$ cat src/design/asd_pkg.sv
// Shared types, constants and register codes for the accelerometer shake detector.
// No dependencies; imported by every module of the block.
package asd_pkg;

    localparam int SAMPLE_BITS = 16;
    localparam int SUM_W       = 2 * SAMPLE_BITS + 2;
    localparam int ROOT_W      = SAMPLE_BITS + 1;
    localparam int ROOT_STEPS  = SUM_W / 2;
    localparam int ITER_W      = $clog2(ROOT_STEPS);
    localparam int PROD_W      = 2 * SAMPLE_BITS;
    localparam int TIME_W      = 32;
    localparam int DEV_W       = 16;
    localparam int DIFF_W      = (ROOT_W > DEV_W) ? ROOT_W : DEV_W;
    localparam int CNT_W       = 4;
    localparam int QDEPTH      = 2;
    localparam int QPTR_W      = $clog2(QDEPTH);
    localparam int QCNT_W      = $clog2(QDEPTH + 1);

    localparam int CFG_IDX_W   = 3;
    localparam int CFG_DATA_W  = 16;

    localparam logic [CFG_IDX_W-1:0] REG_ONE_G          = 3'd0;
    localparam logic [CFG_IDX_W-1:0] REG_PEAK_LEVEL     = 3'd1;
    localparam logic [CFG_IDX_W-1:0] REG_RELEASE_LEVEL  = 3'd2;
    localparam logic [CFG_IDX_W-1:0] REG_ACTIVITY_LEVEL = 3'd3;
    localparam logic [CFG_IDX_W-1:0] REG_WINDOW_MS      = 3'd4;
    localparam logic [CFG_IDX_W-1:0] REG_PEAKS_NEEDED   = 3'd5;
    localparam logic [CFG_IDX_W-1:0] REG_COOLDOWN_MS    = 3'd6;

    localparam logic [14:0]      RST_ONE_G          = 15'd4096;
    localparam logic [15:0]      RST_PEAK_LEVEL     = 16'd6144;
    localparam logic [15:0]      RST_RELEASE_LEVEL  = 16'd2048;
    localparam logic [15:0]      RST_ACTIVITY_LEVEL = 16'd410;
    localparam logic [15:0]      RST_WINDOW_MS      = 16'd600;
    localparam logic [CNT_W-1:0] RST_PEAKS_NEEDED   = 4'd3;
    localparam logic [15:0]      RST_COOLDOWN_MS    = 16'd1000;

    localparam logic [DEV_W-1:0] DEV_MAX = {DEV_W{1'b1}};
    localparam logic [CNT_W-1:0] CNT_MAX = {CNT_W{1'b1}};

    typedef struct packed {
        logic [14:0]      one_g;
        logic [15:0]      peak_level;
        logic [15:0]      release_level;
        logic [15:0]      activity_level;
        logic [15:0]      window_ms;
        logic [CNT_W-1:0] peaks_needed;
        logic [15:0]      cooldown_ms;
    } t_cfg;

    typedef struct packed {
        logic [SUM_W-1:0]  sum;
        logic [TIME_W-1:0] time_ms;
    } t_qword;

    typedef struct packed {
        logic              shake_event;
        logic              activity;
        logic              peak_seen;
        logic [CNT_W-1:0]  peak_total;
        logic [DEV_W-1:0]  deviation;
    } t_result;

    typedef enum logic [1:0] {
        FS_IDLE,
        FS_SQUARE,
        FS_PUSH
    } t_front_state;

    typedef enum logic [1:0] {
        BS_IDLE,
        BS_ROOT,
        BS_DEV,
        BS_EVAL
    } t_back_state;

endpackage

$ cat src/design/accel_shake_detector.sv
// Top level of the accelerometer shake detector: config registers, front end,
// word queue and back end. Depends on asd_pkg, asd_cfg, asd_front, asd_queue, asd_back.
//
//   channel   handshake                 payload
//   in        i_in_valid / o_in_ready   i_accel_x, i_accel_y, i_accel_z, i_time_ms
//   out       o_out_valid / i_out_ready o_shake_event, o_activity,
//                                       o_peak_seen, o_peak_total, o_deviation
//   cfg       i_cfg_valid / o_cfg_ready i_cfg_index, i_cfg_data
//
// Front end: per word it takes the sample, squares the three axes on one multiplier,
// sums the squares and pushes. Back end: the 17-step bit-serial square root sets its
// pace, and the back end sets the sustained rate.
// A two-word queue lets the front take new words while the back or the output stalls.
// Synchronous active-low reset; config is always ready, one result per input word.
module accel_shake_detector
    import asd_pkg::*;
(
    input  logic                  i_clk,
    input  logic                  i_rst_n,
    input  logic                  i_in_valid,
    output logic                  o_in_ready,
    input  logic [15:0]           i_accel_x,
    input  logic [15:0]           i_accel_y,
    input  logic [15:0]           i_accel_z,
    input  logic [TIME_W-1:0]     i_time_ms,
    output logic                  o_out_valid,
    input  logic                  i_out_ready,
    output logic                  o_shake_event,
    output logic                  o_activity,
    output logic                  o_peak_seen,
    output logic [CNT_W-1:0]      o_peak_total,
    output logic [DEV_W-1:0]      o_deviation,
    input  logic                  i_cfg_valid,
    output logic                  o_cfg_ready,
    input  logic [CFG_IDX_W-1:0]  i_cfg_index,
    input  logic [CFG_DATA_W-1:0] i_cfg_data
);

    t_cfg    cfg;
    t_qword  push_word, head_word;
    t_result result;
    logic    q_push, q_full, q_pop, q_avail;

    asd_cfg u_cfg (
        .i_clk       (i_clk),
        .i_rst_n     (i_rst_n),
        .i_cfg_valid (i_cfg_valid),
        .o_cfg_ready (o_cfg_ready),
        .i_cfg_index (i_cfg_index),
        .i_cfg_data  (i_cfg_data),
        .o_cfg       (cfg)
    );

    asd_front u_front (
        .i_clk      (i_clk),
        .i_rst_n    (i_rst_n),
        .i_in_valid (i_in_valid),
        .o_in_ready (o_in_ready),
        .i_accel_x  (i_accel_x),
        .i_accel_y  (i_accel_y),
        .i_accel_z  (i_accel_z),
        .i_time_ms  (i_time_ms),
        .i_q_full   (q_full),
        .o_q_push   (q_push),
        .o_q_word   (push_word)
    );

    asd_queue u_queue (
        .i_clk   (i_clk),
        .i_rst_n (i_rst_n),
        .i_push  (q_push),
        .i_word  (push_word),
        .o_full  (q_full),
        .i_pop   (q_pop),
        .o_avail (q_avail),
        .o_word  (head_word)
    );

    asd_back u_back (
        .i_clk       (i_clk),
        .i_rst_n     (i_rst_n),
        .i_cfg       (cfg),
        .i_q_avail   (q_avail),
        .i_q_word    (head_word),
        .o_q_pop     (q_pop),
        .o_out_valid (o_out_valid),
        .i_out_ready (i_out_ready),
        .o_result    (result)
    );

    assign o_shake_event = result.shake_event;
    assign o_activity    = result.activity;
    assign o_peak_seen   = result.peak_seen;
    assign o_peak_total  = result.peak_total;
    assign o_deviation   = result.deviation;

endmodule

$ cat src/design/asd_cfg.sv
// Configuration register file of the shake detector.
// Depends on asd_pkg for the register codes, reset values and t_cfg.
module asd_cfg
    import asd_pkg::*;
(
    input  logic                  i_clk,
    input  logic                  i_rst_n,
    input  logic                  i_cfg_valid,
    output logic                  o_cfg_ready,
    input  logic [CFG_IDX_W-1:0]  i_cfg_index,
    input  logic [CFG_DATA_W-1:0] i_cfg_data,
    output t_cfg                  o_cfg
);

    t_cfg r_cfg;

    assign o_cfg_ready = 1'b1;
    assign o_cfg       = r_cfg;

    always_ff @(posedge i_clk) begin
        if (!i_rst_n) begin
            r_cfg.one_g          <= RST_ONE_G;
            r_cfg.peak_level     <= RST_PEAK_LEVEL;
            r_cfg.release_level  <= RST_RELEASE_LEVEL;
            r_cfg.activity_level <= RST_ACTIVITY_LEVEL;
            r_cfg.window_ms      <= RST_WINDOW_MS;
            r_cfg.peaks_needed   <= RST_PEAKS_NEEDED;
            r_cfg.cooldown_ms    <= RST_COOLDOWN_MS;
        end else if (i_cfg_valid) begin
            case (i_cfg_index)
                REG_ONE_G:          r_cfg.one_g          <= i_cfg_data[14:0];
                REG_PEAK_LEVEL:     r_cfg.peak_level     <= i_cfg_data;
                REG_RELEASE_LEVEL:  r_cfg.release_level  <= i_cfg_data;
                REG_ACTIVITY_LEVEL: r_cfg.activity_level <= i_cfg_data;
                REG_WINDOW_MS:      r_cfg.window_ms      <= i_cfg_data;
                REG_PEAKS_NEEDED:   r_cfg.peaks_needed   <= i_cfg_data[CNT_W-1:0];
                REG_COOLDOWN_MS:    r_cfg.cooldown_ms    <= i_cfg_data;
                default: ;
            endcase
        end
    end

endmodule

$ cat src/design/asd_front.sv
// Front end: takes a sample word, squares the three axes on one shared multiplier
// and pushes the sum of squares with its timestamp into the queue. Uses asd_pkg.
module asd_front
    import asd_pkg::*;
(
    input  logic              i_clk,
    input  logic              i_rst_n,
    input  logic              i_in_valid,
    output logic              o_in_ready,
    input  logic [15:0]       i_accel_x,
    input  logic [15:0]       i_accel_y,
    input  logic [15:0]       i_accel_z,
    input  logic [TIME_W-1:0] i_time_ms,
    input  logic              i_q_full,
    output logic              o_q_push,
    output t_qword            o_q_word
);

    t_front_state r_state, n_state;

    logic [SAMPLE_BITS-1:0] r_abs_x, r_abs_y, r_abs_z;
    logic [TIME_W-1:0]      r_time;
    logic [1:0]             r_step;
    logic [PROD_W-1:0]      r_prod;
    logic [SUM_W-1:0]       r_sum;

    logic                   accept;
    logic [SAMPLE_BITS-1:0] abs_x, abs_y, abs_z, operand;

    function automatic logic [SAMPLE_BITS-1:0] mag_of(input logic [SAMPLE_BITS-1:0] v);
        // most negative code maps to 2^(SAMPLE_BITS-1), still fits unsigned
        return v[SAMPLE_BITS-1] ? SAMPLE_BITS'(~v + 1'b1) : v;
    endfunction

    assign abs_x = mag_of(i_accel_x[SAMPLE_BITS-1:0]);
    assign abs_y = mag_of(i_accel_y[SAMPLE_BITS-1:0]);
    assign abs_z = mag_of(i_accel_z[SAMPLE_BITS-1:0]);

    always_comb begin
        case (r_step)
            2'd0:    operand = r_abs_x;
            2'd1:    operand = r_abs_y;
            default: operand = r_abs_z;
        endcase
    end

    // next state
    always_comb begin
        n_state = r_state;
        case (r_state)
            FS_IDLE:   if (i_in_valid) n_state = FS_SQUARE;
            FS_SQUARE: if (r_step == 2'd3) n_state = FS_PUSH;
            FS_PUSH:   if (!i_q_full) n_state = FS_IDLE;
            default:   n_state = FS_IDLE;
        endcase
    end

    // outputs
    always_comb begin
        o_in_ready = 1'b0;
        o_q_push   = 1'b0;
        case (r_state)
            FS_IDLE: o_in_ready = 1'b1;
            FS_PUSH: o_q_push   = !i_q_full;
            default: ;
        endcase
    end

    assign accept           = i_in_valid && o_in_ready;
    assign o_q_word.sum     = r_sum;
    assign o_q_word.time_ms = r_time;

    always_ff @(posedge i_clk) begin
        if (!i_rst_n) begin
            r_state <= FS_IDLE;
            r_step  <= 2'd0;
        end else begin
            r_state <= n_state;
            if (accept) begin
                r_step <= 2'd0;
            end else if (r_state == FS_SQUARE) begin
                r_step <= r_step + 2'd1;
            end
        end
    end

    always_ff @(posedge i_clk) begin
        if (accept) begin
            r_abs_x <= abs_x;
            r_abs_y <= abs_y;
            r_abs_z <= abs_z;
            r_time  <= i_time_ms;
            r_sum   <= '0;
        end else if (r_state == FS_SQUARE) begin
            // product of step s lands in the sum at step s+1
            if (r_step != 2'd3) begin
                r_prod <= operand * operand;
            end
            if (r_step != 2'd0) begin
                r_sum <= r_sum + SUM_W'(r_prod);
            end
        end
    end

endmodule

$ cat src/design/asd_queue.sv
// Short FIFO of sum-of-squares words between front and back end.
// Depends on asd_pkg for t_qword and the depth constants.
module asd_queue
    import asd_pkg::*;
(
    input  logic   i_clk,
    input  logic   i_rst_n,
    input  logic   i_push,
    input  t_qword i_word,
    output logic   o_full,
    input  logic   i_pop,
    output logic   o_avail,
    output t_qword o_word
);

    t_qword              r_mem [QDEPTH];
    logic [QPTR_W-1:0]   r_wr_ptr, r_rd_ptr;
    logic [QCNT_W-1:0]   r_count;

    assign o_full  = (r_count == QCNT_W'(QDEPTH));
    assign o_avail = (r_count != '0);
    assign o_word  = r_mem[r_rd_ptr];

    always_ff @(posedge i_clk) begin
        if (!i_rst_n) begin
            r_wr_ptr <= '0;
            r_rd_ptr <= '0;
            r_count  <= '0;
        end else begin
            if (i_push) begin
                r_wr_ptr <= (r_wr_ptr == QPTR_W'(QDEPTH - 1)) ? '0 : r_wr_ptr + 1'b1;
            end
            if (i_pop) begin
                r_rd_ptr <= (r_rd_ptr == QPTR_W'(QDEPTH - 1)) ? '0 : r_rd_ptr + 1'b1;
            end
            case ({i_push, i_pop})
                2'b10:   r_count <= r_count + 1'b1;
                2'b01:   r_count <= r_count - 1'b1;
                default: ;
            endcase
        end
    end

    always_ff @(posedge i_clk) begin
        if (i_push) begin
            r_mem[r_wr_ptr] <= i_word;
        end
    end

endmodule

$ cat src/design/asd_back.sv
// Back end: bit-serial integer square root, deviation from one g, then the
// peak / window / cooldown update and the output register. Uses asd_pkg.
module asd_back
    import asd_pkg::*;
(
    input  logic    i_clk,
    input  logic    i_rst_n,
    input  t_cfg    i_cfg,
    input  logic    i_q_avail,
    input  t_qword  i_q_word,
    output logic    o_q_pop,
    output logic    o_out_valid,
    input  logic    i_out_ready,
    output t_result o_result
);

    t_back_state r_state, n_state;

    logic [SUM_W-1:0]  r_rem, r_root, r_bit;
    logic [ITER_W-1:0] r_iter;
    logic [TIME_W-1:0] r_time, r_since_shake;
    logic [DEV_W-1:0]  r_dev;

    logic              r_latch;
    logic [TIME_W-1:0] r_first_peak;
    logic [CNT_W-1:0]  r_count;
    logic [TIME_W-1:0] r_last_shake;

    t_result           r_out;
    logic              r_out_valid;

    logic              commit;
    logic [SUM_W-1:0]  trial;
    logic [DIFF_W-1:0] root_ext, g_ext, diff;
    logic [DEV_W-1:0]  dev_sat;

    logic              is_above, is_below, is_active, new_peak, shake;
    logic [CNT_W-1:0]  cnt_a, cnt_b;
    logic [TIME_W-1:0] first_a;

    // next state
    always_comb begin
        n_state = r_state;
        case (r_state)
            BS_IDLE: if (i_q_avail) n_state = BS_ROOT;
            BS_ROOT: if (r_iter == '0) n_state = BS_DEV;
            BS_DEV:  n_state = BS_EVAL;
            BS_EVAL: if (!r_out_valid || i_out_ready) n_state = BS_IDLE;
            default: n_state = BS_IDLE;
        endcase
    end

    // outputs
    always_comb begin
        o_q_pop = 1'b0;
        commit  = 1'b0;
        case (r_state)
            BS_IDLE: o_q_pop = i_q_avail;
            BS_EVAL: commit  = !r_out_valid || i_out_ready;
            default: ;
        endcase
    end

    // one root bit per cycle
    assign trial = r_root + r_bit;

    assign root_ext = DIFF_W'(r_root[ROOT_W-1:0]);
    assign g_ext    = DIFF_W'(i_cfg.one_g);
    assign diff     = (root_ext >= g_ext) ? root_ext - g_ext : g_ext - root_ext;
    assign dev_sat  = (diff > DIFF_W'(DEV_MAX)) ? DEV_MAX : diff[DEV_W-1:0];

    // peak, latch, window and cooldown on the registered deviation
    always_comb begin
        is_above  = r_dev > i_cfg.peak_level;
        is_below  = r_dev < i_cfg.release_level;
        is_active = r_dev > i_cfg.activity_level;
        new_peak  = is_above && !r_latch;

        cnt_a   = r_count;
        first_a = r_first_peak;
        if (new_peak) begin
            if (r_count == '0) begin
                first_a = r_time;
            end
            if (r_count != CNT_MAX) begin
                cnt_a = r_count + 1'b1;
            end
        end

        cnt_b = ((r_time - first_a) > TIME_W'(i_cfg.window_ms)) ? '0 : cnt_a;
        shake = (cnt_b >= i_cfg.peaks_needed) &&
                (r_since_shake > TIME_W'(i_cfg.cooldown_ms));
    end

    always_ff @(posedge i_clk) begin
        if (!i_rst_n) begin
            r_state      <= BS_IDLE;
            r_out_valid  <= 1'b0;
            r_latch      <= 1'b0;
            r_first_peak <= '0;
            r_count      <= '0;
            r_last_shake <= '0;
        end else begin
            r_state <= n_state;
            if (commit) begin
                r_out_valid  <= 1'b1;
                r_first_peak <= first_a;
                r_count      <= shake ? '0 : cnt_b;
                if (shake) begin
                    r_last_shake <= r_time;
                end
                if (is_below) begin
                    r_latch <= 1'b0;
                end else if (is_above) begin
                    r_latch <= 1'b1;
                end
            end else if (i_out_ready) begin
                r_out_valid <= 1'b0;
            end
        end
    end

    always_ff @(posedge i_clk) begin
        case (r_state)
            BS_IDLE: begin
                r_rem  <= i_q_word.sum;
                r_root <= '0;
                r_bit  <= {2'b01, {(SUM_W - 2){1'b0}}};
                r_iter <= ITER_W'(ROOT_STEPS - 1);
                r_time <= i_q_word.time_ms;
            end
            BS_ROOT: begin
                if (r_rem >= trial) begin
                    r_rem  <= r_rem - trial;
                    r_root <= (r_root >> 1) + r_bit;
                end else begin
                    r_root <= r_root >> 1;
                end
                r_bit  <= r_bit >> 2;
                r_iter <= r_iter - 1'b1;
            end
            BS_DEV: begin
                r_dev         <= dev_sat;
                r_since_shake <= r_time - r_last_shake;
            end
            default: ;
        endcase
        if (commit) begin
            r_out.shake_event <= shake;
            r_out.activity    <= is_active;
            r_out.peak_seen   <= new_peak;
            r_out.peak_total  <= shake ? '0 : cnt_b;
            r_out.deviation   <= r_dev;
        end
    end

    assign o_out_valid = r_out_valid;
    assign o_result    = r_out;

endmodule

$ cat config.mk
export PLATFORM = sky130hd
export DESIGN_NAME = accel_shake_detector
export DESIGN_NICKNAME = d
export VERILOG_FILES = /design/src/design/asd_pkg.sv /design/src/design/accel_shake_detector.sv /design/src/design/asd_cfg.sv /design/src/design/asd_front.sv /design/src/design/asd_queue.sv /design/src/design/asd_back.sv
export SDC_FILE = /design/constraint.sdc
export NUM_CORES = 2
export LEC_CHECK = 0
export BUFFER_PORTS_ARGS = -buffer_cell sky130_fd_sc_hd__buf_2
export CORE_MARGIN = 10
export CORE_UTILIZATION = 30
export CTS_CLUSTER_DIAMETER = 150
export CTS_CLUSTER_SIZE = 14
export DETAILED_ROUTE_END_ITERATION = 10
export HOLD_SLACK_MARGIN = 0.06
export SLEW_MARGIN = 20
export SYNTH_ARGS = -nofsm -noshare
export SYNTH_HDL_FRONTEND = slang
export SYNTH_HIERARCHICAL = 1
export SYNTH_SLANG_ARGS = --single-unit
$ cat constraint.sdc
create_clock -name i_clk -period 12.2 [get_ports i_clk]
set_input_delay 3.05 -clock i_clk [delete_from_list [all_inputs] [get_ports i_clk]]
set_output_delay 3.05 -clock i_clk [all_outputs]
set_load 0.01 [all_outputs]
# Yosys cells after proc, flatten, opt, wreduce, memory -nomap -nowiden
# Memory sizes are Yosys's and may differ from the RTL's. A register that Yosys moved wholly into a read port is not among the register bits.
# Index checks and enable logic that the tools add are counted.
# W data, S select, Z words.
[totals] word_cells=172 regBits=535 rom_bits=0 mem_bits_rw=132 output_inout_bits=26 in_bits=104 memories=1 latch_bits=0
[mem_list] memory="u_queue.r_mem" words=2 word_bits=66 read_ports=1 rd_clocked_by_memory_dff=1 write_ports=1 line_no="asd_queue.sv:16" text="t_qword r_mem [QDEPTH];"
[op_classes] addsub=18 shifts=0 n_mul=1 order_cmp=9 muxes=40 bitwise=5 n_reduce_logical=34 eq_ne=25 n_div=0
[op_table] operator="$pmux W34 S2" count=3
[op_table] operator="$mux W34" count=2
[op_table] operator="$gt A32 B16 Y1" count=2
[op_table] operator="$mux W32" count=2
[op_table] operator="$sub A32 B32 Y32" count=2
[op_table] operator="$add A16 B1 Y16 const B" count=3
[op_table] operator="$not A16 Y16" count=3
[op_table] operator="$mux W15" count=3
[op_table] operator="$add A33 B34 Y34" count=1
[op_table] operator="$add A34 B32 Y34" count=1
[op_table] operator="$add A34 B34 Y34" count=1
[op_table] operator="$ge A34 B34 Y1" count=1
[op_table] operator="$sub A34 B34 Y34" count=1
[op_table] operator="$gt A16 B16 Y1" count=2
[op_table] operator="$mul A16 B16 Y32" count=1
[op_table] operator="$pmux W16 S2" count=1
[op_table] operator="$reduce_and A2 Y1" count=11
[op_table] operator="$ge A17 B15 Y1" count=1
[op_table] operator="$gt A17 B16 Y1 const B" count=1
[op_table] operator="$mux W17" count=1
[op_table] operator="$sub A15 B17 Y17" count=1
[op_table] operator="$sub A17 B15 Y17" count=1
[op_table] operator="$lt A16 B16 Y1" count=1
[op_table] operator="$mux W4" count=4
[op_table] operator="31 further kinds" count=82

# Longest topological paths before layout
[logic_depth] word_depth=9 mapped_depth=44 mapped_depth_nobuf=42

# By module
# The synthesis kept the hierarchy.
[by_module_without_submodules] module="asd_back" area_per_inst_um2=20703.6 cells_each=2269 seq_area_each_um2=7236.9 instances=1
[by_module_without_submodules] module="asd_front" area_per_inst_um2=14619.0 cells_each=1536 seq_area_each_um2=4093.9 instances=1
[by_module_without_submodules] module="asd_queue" area_per_inst_um2=4971.0 cells_each=227 seq_area_each_um2=4063.9 instances=1
[by_module_without_submodules] module="asd_cfg" area_per_inst_um2=3759.9 cells_each=362 seq_area_each_um2=1981.9 instances=1

# Worst setup path before layout
# No wires, ideal clock.
[synth_timing] path_type="register to register" startpoint="reg u_back.r_dev[13]" endpoint="reg u_back.r_last_shake[10]" n_path_buf=2 required_time_ns=12.072 arrival_ns=9.094 path_slack_ns=2.979 setup_ns=0.128 synth_period_minus_slack_ns=9.221 path_stages_with_launch=41 path_cell_list="edfxtp_1 ha_1 a21o_1 a21o_1 a22o_1 o31a_1 nand2_1 buf_1 mux2i_1 ha_1 nor2b_1 o31ai_1 a211oi_1 o32ai_1 o21ai_0 a21boi_0 a21o_1 a21oi_1 [... 5 more ...] o31a_1 nor4_1 o311ai_0 a211o_1 or4_4 nor4_2 nand4_2 or2_1 ha_1 nand2b_1 a21o_1 a21o_1 a21oi_1 a311oi_1 nand2_1 buf_1 mux2i_1 nor2_1"
[synth_between] elab_chain_cells=9 word_cells_on_any_way=10 cone_classes="add/sub: 1; order compare: 3; mux: 3; reduce/logical: 3"
[synth_lines] item="start: declaration" line_no="asd_back.sv:22" text="logic [DEV_W-1:0] r_dev;"
[synth_lines] item="start signal: assignment" line_no="asd_back.sv:143" text="r_dev <= dev_sat;"
[synth_lines] item="$gt A16 B16 Y1 *" line_no="asd_back.sv:74" text="is_above = r_dev > i_cfg.peak_level;"
[synth_lines] item="$logic_and A1 B1 Y1 *" line_no="asd_back.sv:77" text="new_peak = is_above && !r_latch;"
[synth_lines] item="$mux W32" line_no="asd_back.sv:81" text="if (new_peak) begin"
[synth_lines] item="$sub A32 B32 Y32" line_no="asd_back.sv:90" text="cnt_b = ((r_time - first_a) > TIME_W'(i_cfg.window_ms)) ? '0 : cnt_a;"
[synth_lines] item="$gt A32 B16 Y1" line_no="asd_back.sv:90"
[synth_lines] item="$mux W4 *" line_no="asd_back.sv:90"
[synth_lines] item="$ge A4 B4 Y1 *" line_no="asd_back.sv:91" text="shake = (cnt_b >= i_cfg.peaks_needed) &&"
[synth_lines] item="$logic_and A1 B1 Y1 *" line_no="asd_back.sv:91"
[synth_lines] item="named net u_back.shake" line_no="asd_back.sv:37" text="logic is_above, is_below, is_active, new_peak, shake;"
[synth_lines] item="$reduce_and A2 Y1 (no line) *"
[synth_lines] item="end signal: assignment" line_no="asd_back.sv:110" text="r_last_shake <= r_time;"
[synth_lines] item="end: declaration" line_no="asd_back.sv:27" text="logic [TIME_W-1:0] r_last_shake;"
# The timed path passes the listed nets; every way through them passes the cells marked *.
# A chain may end at the register's enable or synchronous reset.

# Worst setup path after layout
[layout_timing] startpoint="reg u_back.r_dev[5]" endpoint="reg u_back.r_last_shake[19]"
# Same word-level chain as after synthesis.

==> summary.txt <==
CTS
  • Clock Tree Root: clkbuf_16
  • Post-CTS Hold Buffers: 0
  • Clock Latency Late Sink: 0.65 ns
  • CTS Buf Count: 52
  • Post_cts resized: 0
  • H-tree levels: 2
  • Post-CTS Setup Repair Bufs: 0
  • Clk buf depth: 3
  • CTS Sinks: 650
  • Worst-path clk slew: 0.07 ns
  • TritonCTS clock tree: yes

Worst setup path
  • Worst Path Required: 12.70 ns
  • Element type at the critical path start: register
  • Most frequent CP cell: ha_1
  • Crit path from: u_back/r_dev[5]
  • RR Startpoint: u_back/r_dev[5]
  • Reg2Reg Capture Point: u_back/r_last_shake[19]
  • Slowest stage delay, CP: 0.78 ns
  • Critical path's top delay family: compound AO/OA/AOI/OAI gates
  • Critical path class: reg -> reg
  • CP max-delay cell: nand2_2
  • Worst path arrival time: 11.49 ns
  • R2R Setup Slk: 1.21 ns
  • Buf/Inv on CP: 1
  • R2R depth: 36
  • Crit path max fanout: 32
  • Worst setup EP type: register

Global route
  • GR Overflow Total: 0
  • Initial antenna violation count: 3
  • All-Layer GR Usage: 12.3%
  • First-pass GRT wire length: 166 mm
  • Vias in the first global route: 30873
  • Pin count of the biggest net entering global routing: 90

STA
  • Setup_tns: 0 ns
  • Clock Skew: 0.0494 ns
  • Final setup viols: 0
  • RSZ-0062 raised after global routing: no
  • Final Max Slew Viols: 0
  • Fmax: 91.0 MHz
  • Slew headroom: 27.3%
  • Period utilisation layout: 90.0%
  • Min cycle time layout: 10.99 ns
  • Worst-margin pin slew: 1.09 ns
  • Final hold viol count: 0

Worst hold path
  • Hold Path End: u_queue/r_mem[1][9]
  • Hold Crit Start: u_front/r_time[9]
  • Hold path depth: 0
  • Worst Hold Class: reg -> reg

Drt
  • Pre-antenna DRT Iters: 5
  • Routed len/inst: 16.0 µm
  • Drt drc: 0
  • Routed via count: 31095
  • Initial DRC count: 1719
  • Final wirelength: 103 mm
  • Via density: 4.84
  • Post-route antenna net violation count: 0

Floorplan
  • Die X: 403 µm
  • I/O pin cnt: 130
  • Core area: 0.146 mm²
  • Die Span Y: 403 µm
  • Starting Density: 30.2%
  • Cell Rows: 140
  • Die Area: 0.163 mm²

Synth
  • Synthesized area per cell: 10.0 µm²
  • Seq/Total Area, Yosys: 39.4%
  • Syn nets: 5049
  • Yosys warning count: 6
  • Yosys top cell by area: edfxtp_1
  • Yosys top cell area share: 29.7%
  • Flop and latch count out of synthesis: 650
  • Synth cell types: 90
  • Ys flop type: edfxtp_1
  • Post-synth EDFFs: 436
  • Netlist Area Pre-Place: 0.0441 mm²
  • FFs w/ async S/R, synth: 0%
  • Synth area leaders: edfxtp_1 (30%), ha_1 (11%), dfxtp_1 (9.7%)
  • Post-Synthesis Cells: 4394

Layout
  • Fraction of layout cells with a size suffix above 1: 8.20%
  • Commonest cells after routing, fill and taps aside: inv_1 (451), edfxtp_1 (436), nand2_1 (390), ha_1 (382), nor2_1 (351)
  • # nets final: 5121
  • Area delta synth->final: 9.76%
  • Commonest non-fill, non-tap cell in the layout: inv_1
  • # fillers: 14801

Place
  • Port Buf Inserts: 128
  • Dpl hpwl: 78.5 mm
  • Routability congestion estimate: 0.882

Run
  • Maxcap violations: 0

Outcome
  • Status: completed
## cell type report
class                   instances  area [µm²]  area share, %
repair buffers                161         891           1.84
well taps                    1917        2400           4.96
multi-input cells            3137       24400           50.5
inverters                     464        1740           3.61
flip-flops and latches        650       17400           35.9
clock buffers                  94        1460           3.02
clock inverters                 4        77.6          0.160
diodes                          1        2.50        0.00518
## cell families (layout without fill, tap and decap cells)
group                      Yosys count  count (layout)  synth area share (%)
AOI/OAI and AO/OA                  902             902                  13.1
xor gates and xnor gates           247             247                  4.91
adders and majority gates          551             551                  18.5
buffers and inverters              607             723                  5.31
DFF                                650             650                  39.4
muxes                              265             265                  6.28
other                                1               2               0.00851
and+or+nand+nor                   1171            1171                  12.4
## registers in the layout (all words and copies together) (netlist names), 34 cells and up, named ones only
register / cells
u_queue/r_mem: 132
u_front/r_sum: 34
u_back/r_root: 34
u_back/r_rem: 34
u_cfg/o_cfg: 99
## worst max-delay path by stage
stage	end	slack [ns]	cells after the start
2_1_floorplan	u_back/r_last_shake[10]	2.98	40
3_3_place_gp	u_back/r_last_shake[24]	1.42	39
3_5_place_dp	u_back/r_last_shake[21]	0.93	39
4_1_cts	u_back/r_last_shake[21]	0.88	39
5_1_grt	u_back/r_last_shake[18]	0.38	39
6_report	u_back/r_last_shake[19]	1.21	36
## Yosys cell counts, types with 96 or more instances
cell and count:
inv_1 452, edfxtp_1 436, nand2_1 391, ha_1 384, nor2_1 354, a21oi_1 265, dfxtp_1 214, mux2i_1 173
o21ai_0 173, fa_1 167, xnor2_1 158, clkbuf_1 107, a21o_1 96
## worst reg2reg max path: cells and delay by family, from the launching register on
family	cells	cell delay, ns
AND/OR/NAND/NOR	11	3.47
XOR/XNOR	1	0.20
multiplexers	2	0.77
adder cells (fa/ha/maj)	4	1.24
AO/OA/AOI/OAI	17	4.23
buffers and inverters	1	0.46
flip-flops	1	0.45
## per-layer routing
layer | share of wire (%) | vias up | track usage, %
li1 | - | 15581 | -
met1 | 48 | 14827 | 16.6
met2 | 45 | 555 | 20.3
met3 | 3.8 | 132 | 1.66
met4 | 2.6 | 0 | 3.48
met5 | 0 | - | 0
## through the flow
stage | util, % | hold WS [ns] | instance area (µm²) | std cells | setup WS (ns)
global route | 33.2 | 0.426 | 48400 | 6427 | 0.377
global placement | 32.1 | 0.425 | 46800 | 6329 | 1.42
finish | 33.2 | 0.412 | 48400 | 6428 | 1.21
CTS | 33.2 | 0.407 | 48300 | 6427 | 0.884
floorplan | - | 0.421 | 44100 | 4394 | 2.98
detailed placement | 32.1 | 0.429 | 46800 | 6329 | 0.931
Power is left out: the tool's default activity adds up to more than one toggle a clock period on the data nets, which glitch-free logic cannot reach.
